[config.mk]
export PLATFORM = sky130hd
export DESIGN_NAME = dnat_header_rewrite
export DESIGN_NICKNAME = d
export VERILOG_FILES = /design/src/rtl/dnat_pkg.sv /design/src/rtl/dnat_csum.sv /design/src/rtl/dnat_core.sv /design/src/rtl/dnat_counters.sv /design/src/rtl/dnat_header_rewrite.sv
export SDC_FILE = /design/constraint.sdc
export NUM_CORES = 1
export LEC_CHECK = 0
export CORE_UTILIZATION = 57
export CTS_CLUSTER_SIZE = 30
export DETAILED_ROUTE_END_ITERATION = 10
export DONT_BUFFER_PORTS = 1
export PLACE_DENSITY = 0.71
export SETUP_SLACK_MARGIN = 0.3
export SYNTH_ARGS = -nofsm -noshare
export SYNTH_HDL_FRONTEND = slang
export SYNTH_SLANG_ARGS = --single-unit
[constraint.sdc]
create_clock -name clk -period 14.7 [get_ports clk]
set_clock_uncertainty 0.2 [all_clocks]
set_input_delay 1.47 -clock clk [delete_from_list [all_inputs] [get_ports clk]]
set_output_delay 1.47 -clock clk [all_outputs]
set_load 0.01 [all_outputs]
[src/rtl/dnat_pkg.sv]
// ----------------------------------------------------------------------------
// dnat_pkg
// Types and constants shared by the destination NAT header rewrite block.
// ----------------------------------------------------------------------------
package dnat_pkg;

    localparam logic [15:0] ETHERTYPE_IPV4 = 16'h0800;
    localparam logic [7:0]  PROTO_TCP      = 8'd6;
    localparam logic [7:0]  PROTO_UDP      = 8'd17;

    localparam int CFG_INDEX_W = 2;
    localparam int CFG_DATA_W  = 32;

    localparam logic [CFG_INDEX_W-1:0] REG_MATCH_ADDRESS  = 2'd0;
    localparam logic [CFG_INDEX_W-1:0] REG_TARGET_ADDRESS = 2'd1;
    localparam logic [CFG_INDEX_W-1:0] REG_FORWARD_ENABLE = 2'd2;

    localparam int IN_DATA_W  = 96;
    localparam int OUT_DATA_W = 328;

    typedef struct packed {
        logic        watchdog_expired;
        logic        eth_header_present;
        logic [15:0] ether_type;
        logic        ip_header_present;
        logic [31:0] dest_address;
        logic [7:0]  ip_protocol;
        logic [15:0] ip_checksum;
        logic        l4_header_present;
        logic [15:0] l4_checksum;
    } in_item_t;

    typedef struct packed {
        logic        rewritten;
        logic        l4_rewritten;
        logic [31:0] dest_address_out;
        logic [15:0] ip_checksum_out;
        logic [15:0] l4_checksum_out;
    } rewrite_t;

    typedef struct packed {
        logic forwarded;
        logic other_type;
        logic unmatched;
    } count_inc_t;

    typedef struct packed {
        logic [63:0] total;
        logic [63:0] forwarded;
        logic [63:0] other_type;
        logic [63:0] unmatched;
    } counts_t;

endpackage

[src/rtl/dnat_csum.sv]
// ----------------------------------------------------------------------------
// dnat_csum
// Incremental ones' complement checksum update for a 32-bit field change.
// ----------------------------------------------------------------------------
module dnat_csum
(
    input  logic [15:0] check,
    input  logic [31:0] old_val,
    input  logic [31:0] new_val,
    output logic [15:0] check_out
);

    logic [18:0] sum;
    logic [16:0] fold1;
    logic [16:0] fold2;

    // HC' = ~(~HC + ~m + m')
    always_comb
    begin
        sum = {3'd0, ~check} + {3'd0, ~old_val[31:16]} + {3'd0, ~old_val[15:0]}
            + {3'd0, new_val[31:16]} + {3'd0, new_val[15:0]};
        fold1 = {1'b0, sum[15:0]} + {14'd0, sum[18:16]};
        fold2 = {1'b0, fold1[15:0]} + {16'd0, fold1[16]};
        check_out = ~fold2[15:0];
    end

endmodule

[src/rtl/dnat_core.sv]
// ----------------------------------------------------------------------------
// dnat_core
// Packet classification, address rewrite and checksum updates for one item.
// ----------------------------------------------------------------------------
module dnat_core
(
    input  dnat_pkg::in_item_t   item,
    input  logic [31:0]          match_address,
    input  logic [31:0]          target_address,
    input  logic                 forward_enable,
    output dnat_pkg::rewrite_t   res,
    output dnat_pkg::count_inc_t inc
);
    import dnat_pkg::*;

    logic [15:0] ip_ck_new;
    logic [15:0] l4_ck_new;
    logic        active;
    logic        is_ipv4;
    logic        hit;
    logic        l4_ok;

    dnat_csum u_ip_csum
    (
        .check     (item.ip_checksum),
        .old_val   (item.dest_address),
        .new_val   (target_address),
        .check_out (ip_ck_new)
    );

    dnat_csum u_l4_csum
    (
        .check     (item.l4_checksum),
        .old_val   (item.dest_address),
        .new_val   (target_address),
        .check_out (l4_ck_new)
    );

    always_comb
    begin
        active  = !item.watchdog_expired && forward_enable && item.eth_header_present;
        is_ipv4 = (item.ether_type == ETHERTYPE_IPV4);
        hit     = active && is_ipv4 && item.ip_header_present
                  && (item.dest_address == match_address);
        l4_ok   = ((item.ip_protocol == PROTO_TCP) || (item.ip_protocol == PROTO_UDP))
                  && item.l4_header_present;

        inc.forwarded  = hit;
        inc.other_type = active && !is_ipv4;
        inc.unmatched  = active && is_ipv4 && item.ip_header_present
                         && (item.dest_address != match_address);

        res.rewritten        = hit;
        res.l4_rewritten     = hit && l4_ok;
        res.dest_address_out = hit ? target_address : item.dest_address;
        res.ip_checksum_out  = hit ? ip_ck_new : item.ip_checksum;
        res.l4_checksum_out  = (hit && l4_ok) ? l4_ck_new : item.l4_checksum;
    end

endmodule

[src/rtl/dnat_counters.sv]
// ----------------------------------------------------------------------------
// dnat_counters
// Four wrapping 64-bit packet counters, stepped as each item completes.
// ----------------------------------------------------------------------------
module dnat_counters
(
    input  logic                 clk,
    input  logic                 rst_n,
    input  logic                 step,
    input  dnat_pkg::count_inc_t inc,
    output dnat_pkg::counts_t    counts
);
    import dnat_pkg::*;

    counts_t counts_reg;
    counts_t counts_next;

    always_comb
    begin
        counts_next            = counts_reg;
        counts_next.total      = counts_reg.total + 64'd1;
        counts_next.forwarded  = counts_reg.forwarded + {63'd0, inc.forwarded};
        counts_next.other_type = counts_reg.other_type + {63'd0, inc.other_type};
        counts_next.unmatched  = counts_reg.unmatched + {63'd0, inc.unmatched};
    end

    always_ff @(posedge clk or negedge rst_n)
    begin
        if (!rst_n)
        begin
            counts_reg <= '0;
        end
        else if (step)
        begin
            counts_reg <= counts_next;
        end
    end

    assign counts = counts_reg;

endmodule

[src/rtl/dnat_header_rewrite.sv]
// ----------------------------------------------------------------------------
// dnat_header_rewrite
// Destination NAT of parsed IPv4 headers with incremental checksum update.
// ----------------------------------------------------------------------------
// One item per packet, one item per clock sustained while m_tready is high. An
// accepted item sits in the input register, passes the match and checksum
// logic and lands in the result register once that register is free or its
// result is taken. The counter bank steps together with the result register,
// and the reported counts are the values after that packet. While a result
// waits on m_tready the input register takes at most one more item, then
// s_tready drops until the result is taken.
module dnat_header_rewrite
(
    input  logic                                  clk,
    input  logic                                  rst_n,
    input  logic                                  cfg_wr_en,
    input  logic [dnat_pkg::CFG_INDEX_W-1:0]      cfg_index,
    input  logic [dnat_pkg::CFG_DATA_W-1:0]       cfg_wr_data,
    input  logic                                  s_tvalid,
    output logic                                  s_tready,
    // watchdog_expired[0], eth_header_present[1], ether_type[17:2],
    // ip_header_present[18], dest_address[50:19], ip_protocol[58:51],
    // ip_checksum[74:59], l4_header_present[75], l4_checksum[91:76], zero pad
    input  logic [dnat_pkg::IN_DATA_W-1:0]        s_tdata,
    output logic                                  m_tvalid,
    input  logic                                  m_tready,
    // rewritten[0], l4_rewritten[1], dest_address_out[33:2],
    // ip_checksum_out[49:34], l4_checksum_out[65:50], total_count[129:66],
    // forwarded_count[193:130], non-IPv4 count[257:194],
    // unmatched count[321:258], zero pad
    output logic [dnat_pkg::OUT_DATA_W-1:0]       m_tdata
);
    import dnat_pkg::*;

    logic [31:0] match_address_reg;
    logic [31:0] target_address_reg;
    logic        forward_enable_reg;

    logic        in_valid_reg;
    in_item_t    in_item_reg;
    in_item_t    in_item_next;
    logic        out_valid_reg;
    rewrite_t    out_res_reg;
    rewrite_t    res;
    count_inc_t  inc;
    counts_t     counts;
    logic        adv;

    always_ff @(posedge clk or negedge rst_n)
    begin
        if (!rst_n)
        begin
            match_address_reg  <= '0;
            target_address_reg <= '0;
            forward_enable_reg <= 1'b0;
        end
        else if (cfg_wr_en)
        begin
            case (cfg_index)
                REG_MATCH_ADDRESS:  match_address_reg  <= cfg_wr_data;
                REG_TARGET_ADDRESS: target_address_reg <= cfg_wr_data;
                REG_FORWARD_ENABLE: forward_enable_reg <= cfg_wr_data[0];
                default:            ;
            endcase
        end
    end

    always_comb
    begin
        in_item_next.watchdog_expired   = s_tdata[0];
        in_item_next.eth_header_present = s_tdata[1];
        in_item_next.ether_type         = s_tdata[17:2];
        in_item_next.ip_header_present  = s_tdata[18];
        in_item_next.dest_address       = s_tdata[50:19];
        in_item_next.ip_protocol        = s_tdata[58:51];
        in_item_next.ip_checksum        = s_tdata[74:59];
        in_item_next.l4_header_present  = s_tdata[75];
        in_item_next.l4_checksum        = s_tdata[91:76];
    end

    assign adv      = in_valid_reg && (!out_valid_reg || m_tready);
    assign s_tready = !in_valid_reg || adv;

    always_ff @(posedge clk or negedge rst_n)
    begin
        if (!rst_n)
        begin
            in_valid_reg <= 1'b0;
        end
        else if (s_tready)
        begin
            in_valid_reg <= s_tvalid;
        end
    end

    always_ff @(posedge clk)
    begin
        if (s_tvalid && s_tready)
        begin
            in_item_reg <= in_item_next;
        end
    end

    dnat_core u_core
    (
        .item           (in_item_reg),
        .match_address  (match_address_reg),
        .target_address (target_address_reg),
        .forward_enable (forward_enable_reg),
        .res            (res),
        .inc            (inc)
    );

    dnat_counters u_counters
    (
        .clk    (clk),
        .rst_n  (rst_n),
        .step   (adv),
        .inc    (inc),
        .counts (counts)
    );

    always_ff @(posedge clk or negedge rst_n)
    begin
        if (!rst_n)
        begin
            out_valid_reg <= 1'b0;
        end
        else if (adv)
        begin
            out_valid_reg <= 1'b1;
        end
        else if (m_tready)
        begin
            out_valid_reg <= 1'b0;
        end
    end

    always_ff @(posedge clk)
    begin
        if (adv)
        begin
            out_res_reg <= res;
        end
    end

    assign m_tvalid = out_valid_reg;
    assign m_tdata  = {6'd0,
                       counts.unmatched,
                       counts.other_type,
                       counts.forwarded,
                       counts.total,
                       out_res_reg.l4_checksum_out,
                       out_res_reg.ip_checksum_out,
                       out_res_reg.dest_address_out,
                       out_res_reg.l4_rewritten,
                       out_res_reg.rewritten};

    // the total counter steps by exactly one packet per completed item
    assert property (@(posedge clk) disable iff (!rst_n)
        adv |=> counts.total == $past(counts.total) + 64'd1)
        else $error("total count did not follow completed item");

    // L4 update only ever accompanies an address rewrite
    assert property (@(posedge clk) disable iff (!rst_n)
        out_valid_reg |-> (out_res_reg.rewritten || !out_res_reg.l4_rewritten))
        else $error("l4 rewrite without address rewrite");

    // a held item stays in the input register while the result stalls
    assert property (@(posedge clk) disable iff (!rst_n)
        (in_valid_reg && out_valid_reg && !m_tready) |=> in_valid_reg)
        else $error("input item lost during output stall");

endmodule
# Word level (Yosys, flattened, before mapping)
# Index checks and enable logic that the tools add are counted.
[totals]
regBits = 481
inputBits = 135
output_inout_bits = 330
elab_cells = 80
[classes]
n_addsub = 16
n_eq_ne = 7
muxes = 5
n_bitwise = 6
n_reduce_logical = 23
[ops]
columns = ["cell", "n"]
rows = [
  ["64-bit by 1-bit adder with 64-bit output", 3],
  ["16-bit NOT", 6],
  ["64-bit by 1-bit adder with 64-bit output, second input constant", 1],
  ["18-bit by 16-bit adder with 19-bit output", 2],
  ["19-bit by 16-bit adder with 19-bit output", 2],
  ["17-bit by 16-bit adder with 18-bit output", 2],
  ["16-bit by 16-bit adder with 17-bit output", 2],
  ["16-bit by 3-bit adder with 17-bit output", 2],
  ["16-bit by 1-bit adder with 16-bit output", 2],
  ["32-bit == test", 1],
  ["16-bit two-way mux", 2],
  ["32-bit two-way mux", 1],
  ["32-bit inequality test", 1],
  ["16-bit by 12-bit == test with 1-bit output, second input constant", 1],
  ["1-bit logical AND", 11],
  ["8-bit by 3-bit == test with 1-bit output, second input constant", 1],
  ["8-bit by 5-bit == test with 1-bit output, second input constant", 1],
  ["2-bit AND reduction", 3],
  ["1-bit logical NOT", 4],
  ["1-bit logical OR", 3],
  ["2-bit by 1-bit == test with 1-bit output, second input constant", 1],
  ["2-bit == test, second input constant", 1],
  ["2-bit logical NOT", 1],
  ["1-bit two-way mux", 2],
  ["2-bit nonzero test", 1],
]

# Depth between registers and ports, before layout
[logic_depth]
word_depth = 9
ltp_mapped = 33
ltp_nobuf = 33

# By module
# A second synthesis with hierarchy kept.
[hier_totals]
cells_unflattened = 2302
area_unflattened_um2 = 26474.1
[by_module_without_submodules]
columns = ["mod", "instances", "cells_per_inst", "area_per_inst_um2", "seq_area_each_um2"]
rows = [
  ["dnat_counters", 1, 1123, 11856.4, 6406.1],
  ["dnat_header_rewrite", 1, 312, 7327.0, 6421.2],
  ["dnat_csum (u_core.u_l4_csum)", 1, 370, 2957.8, 0.0],
  ["dnat_csum (u_core.u_ip_csum)", 1, 364, 2945.3, 0.0],
  ["dnat_core", 1, 133, 1387.6, 0.0],
]

# Worst setup path before layout
# OpenSTA, ideal clock, no wires.
[synth_path]
kind = "reg-to-reg"
startpoint = "reg target_address_reg[1]"
endpoint = "reg out_res_reg (netlist bit m_tdata[48]) (data pin)"
setup_time_ns = 0.268
t_arrival_ns = 6.652
setup_slack_ns = 7.580
stages_incl_launch_ff = 31
path_cell_list = "dfrtp_1 > fa_1 > inv_1 > fa_1 > fa_1 > inv_1 > ha_1 > inv_1 > fa_1 > nand2b_1 > a21o_1 > a31o_2 > a21o_1 > o21ai_0 > a21oi_1 > o21ai_0 > a21o_1 > xnor2_1 > fa_1 > nor2b_1 > o21a_1 > and3_1 > nand3_1 > nor4_1 > ha_1 > ha_1 > nand3_1 > a211o_1 > nor4_1 > a211o_1 > o211ai_1"
[synth_lines]
columns = ["item", "line_no", "rtl"]
rows = [
  ["from (decl)", "dnat_header_rewrite.sv:36", "logic [31:0] target_address_reg;"],
  ["from (signal assigned)", "dnat_header_rewrite.sv:61", "REG_TARGET_ADDRESS: target_address_reg <= cfg_wr_data;"],
  ["to (signal assigned)", "dnat_header_rewrite.sv:143", "out_res_reg <= res;"],
  ["to (decl)", "dnat_header_rewrite.sv:43", "rewrite_t out_res_reg;"],
]

==> impl_metrics.json <==
{
  "status": "finished clean",
  "vdd_drop_max_mv": 0.1948,
  "period_share_pct": 57.40,
  "synthMuxAreaShare_pct": 3.147,
  "synth_compound_area_share_pct": 5.436,
  "grt_max_degree": 324,
  "synth_cell_types": 89,
  "insertion_delay_ns": 0.59,
  "switching_share_pct": 43.23,
  "async_reset_ff_share_pct": 67.15,
  "p_comb_share_pct": 54.8,
  "cp-start-kind": "flip-flop",
  "synth-edff-count": 158,
  "cp.arrival_ns": 8.55,
  "overflow": 0,
  "ios": 465,
  "largest_reg_flops": 256,
  "root_buffer": "clkbuf_16",
  "start_util_pct": 57.73,
  "p_leak_nw": 12.45,
  "io_buffers": 0,
  "postCtsHoldBufs": 0,
  "worstPathMaxFanout": 6,
  "clk_pin_slew_worst_paths_ns": 0.06,
  "final_util_pct": 63.22,
  "relSlewSlack_pct": 39.20,
  "fmax_mhz": 118.5,
  "tightest_slew_ns": 0.8890,
  "worst_path_max_delay_cell": "fa_1",
  "synth_top_flop_cell": "dfrtp_1",
  "netlist_top_cells_count": "dfrtp_1 (323), nand2_1 (269), xnor2_1 (214), inv_1 (205), edfxtp_1 (158)",
  "cts_max_path_buffers": 3,
  "synth-seq-cells": 481,
  "power_mw": 6.482,
  "die_w_um": 213.6,
  "numCtsBuffers": 51,
  "fin_tns_setup_ns": 0,
  "grt_first_pass_wirelength_um": 94590,
  "core_area_um2": 44220,
  "cap_violations": 0,
  "cp-end-kind": "flip-flop",
  "area_growth_pct": 9.524,
  "synthAdderAreaFrac_pct": 10.26,
  "num_rows": 77,
  "synth_area_leaders": "dfrtp_1 (32%), edfxtp_1 (19%), fa_1 (7.5%), xnor2_1 (7.3%), nand2_1 (4.0%)",
  "firstDrtPassIters": 5,
  "drive_gt1_share_pct": 8.935,
  "yosysSeqAreaShare_pct": 50.25,
  "multi_input_area_um2": 11760,
  "tritoncts": "done",
  "drc": 0,
  "p_int_mw": 3.680,
  "rsz0062_at_grt": "no",
  "slew_viol_final": 0,
  "yosysTopAreaCell": "dfrtp_1",
  "drtAntennaViolNets": 0,
  "period_needed_ns": 8.438,
  "yosysMostFrequentCell": "dfrtp_1",
  "p_sw_mw": 2.802,
  "synth-simple-area-share_pct": 15.73,
  "hold_viol_final": 0,
  "fillers": 3410,
  "cts_sinks": 481,
  "finalNetCount": 2584,
  "criticalPathCategory": "flip-flop to flip-flop",
  "routedWlPerCell_um": 21.34,
  "pwr-share-clk_pct": 20.8,
  "slowest_delay_ns": 0.56,
  "syn_inst": 2276,
  "routed-via-count": 16850,
  "hold_class": "flip-flop to flip-flop",
  "finalWirelength_um": 62670,
  "netlist.area_leader.share_pct": 31.66,
  "htreeDepth": 2,
  "cts_setup_buffers": 0,
  "grt_usage_pct": 27.19,
  "antenna_found_initial": 12,
  "vias_per_cell": 5.739,
  "ys.warnings.count": 0,
  "cts-resized-gates": 0,
  "p_seq_share_pct": 24.4,
  "syn_area_um2": 25530,
  "setup_violations": 0,
  "hpwl_um": 46680,
  "p_per_area_nw_per_um2": 231.9,
  "fp.dieH_um": 213.6,
  "place_ws_ns": 6.425,
  "dieArea_um2": 45630,
  "synth-xor-area-share_pct": 11.37,
  "syn_area_per_cell_um2": 11.22,
  "drt_iter0_drc": 1085,
  "synth_top_family_by_area": "simple AND/OR/NAND/NOR gates",
  "gp_congestion": 0.9306,
  "finalWorstSetupSlack_ns": 6.262,
  "cp.required_ns": 14.81,
  "grt_pass1_vias": 16690,
  "register_area_um2": 12830
}
## power by group through the flow
stage,combinational (mW),sequential [mW],clock (mW)
global placement,3.42,1.60,0
finish,3.56,1.58,1.35
global route,3.99,1.59,1.42
detailed placement,3.49,1.61,0
CTS,3.52,1.58,1.37
floorplan,2.83,1.57,0
## cells in the final DEF, fill, tap and decap left out, drive strengths merged, types with 8 or more instances in the layout
cell type / instances
a31o: 8
o21ai: 57
dfrtp: 323
a21o: 16
nand3: 120
mux2: 66
nand2: 269
o211ai: 8
nand2b: 13
xnor2: 216
and2: 20
nor3b: 8
clkinv: 9
a31oi: 10
a21oi: 32
nor3: 35
ha: 55
a211oi: 11
nor2b: 13
and3: 53
and4: 26
nor4: 24
inv: 211
nand4: 55
edfxtp: 158
xor2: 111
clkbuf: 75
nor2: 116
fa: 96
or2: 11
a211o: 10
buf: 8
or3: 15
o21a: 9
## worst max-delay path: cells and delay by family, from the launching register on
family          cells  cell delay [ns]
fa+ha+maj           8             3.07
compound gates     12             2.47
simple gates        7             1.80
flops               1             0.45
buf+inv             3             0.16
## metrics by stage
stage                     cell area [µm²]  hold slack, ns  instances
after global routing                27960          0.3443       2936
after detailed placement            26170          0.3043       2837
after floorplan                     25550          0.2723       2281
after global placement              26170          0.3052       2837
final                               27960          0.3301       2936
after CTS                           27950          0.3307       2931
## routing by layer
| metal | share of wire (%) | global-route usage (%) | vias to the layer above |
|---|---|---|---|
| li1 | - | - | 7799 |
| met1 | 41 | 34.71 | 8393 |
| met2 | 47 | 43.41 | 524 |
| met3 | 8.7 | 9.227 | 119 |
| met4 | 3.1 | 9.261 | 14 |
| met5 | 0.16 | 0 | - |
## kinds of logic after synthesis
kind of cell | count (synthesis)
AND/OR/NAND/NOR | 795
multiplexers | 72
XOR/XNOR | 328
other | 1
AO/OA/AOI/OAI | 197
buffers and inverters | 250
adder cells (fa/ha/maj) | 152
flip-flops | 481
## area by class of cell
class                   count  area share [%]
flip-flops and latches    481           45.88
multi-input cells        1550           42.07
clock buffers              75           5.545
inverters                 206           2.775
well taps                 592           2.649
clock inverters            19          0.8235
repair buffers              8          0.2148
diodes                      5         0.04475
## final timing paths
check	startpoint	endpoint	slack (ns)	cells past startpoint
min in group asynchronous	rst_n	u_counters.counts[224]$_DFFE_PN0P_	0.38	0
worst max-delay path	target_address_reg[4]$_DFFE_PN0P_	m_tdata[48]$_DFFE_PP_	6.26	30
worst max register to register	target_address_reg[4]$_DFFE_PN0P_	m_tdata[48]$_DFFE_PP_	6.26	30
max in group asynchronous	rst_n	u_counters.counts[121]$_DFFE_PN0P_	13.30	0
worst min-delay path	match_address_reg[5]$_DFFE_PN0P_	match_address_reg[5]$_DFFE_PN0P_	0.33	1
worst min register to register	match_address_reg[5]$_DFFE_PN0P_	match_address_reg[5]$_DFFE_PN0P_	0.33	1
(Power assumes the default switching activity.)
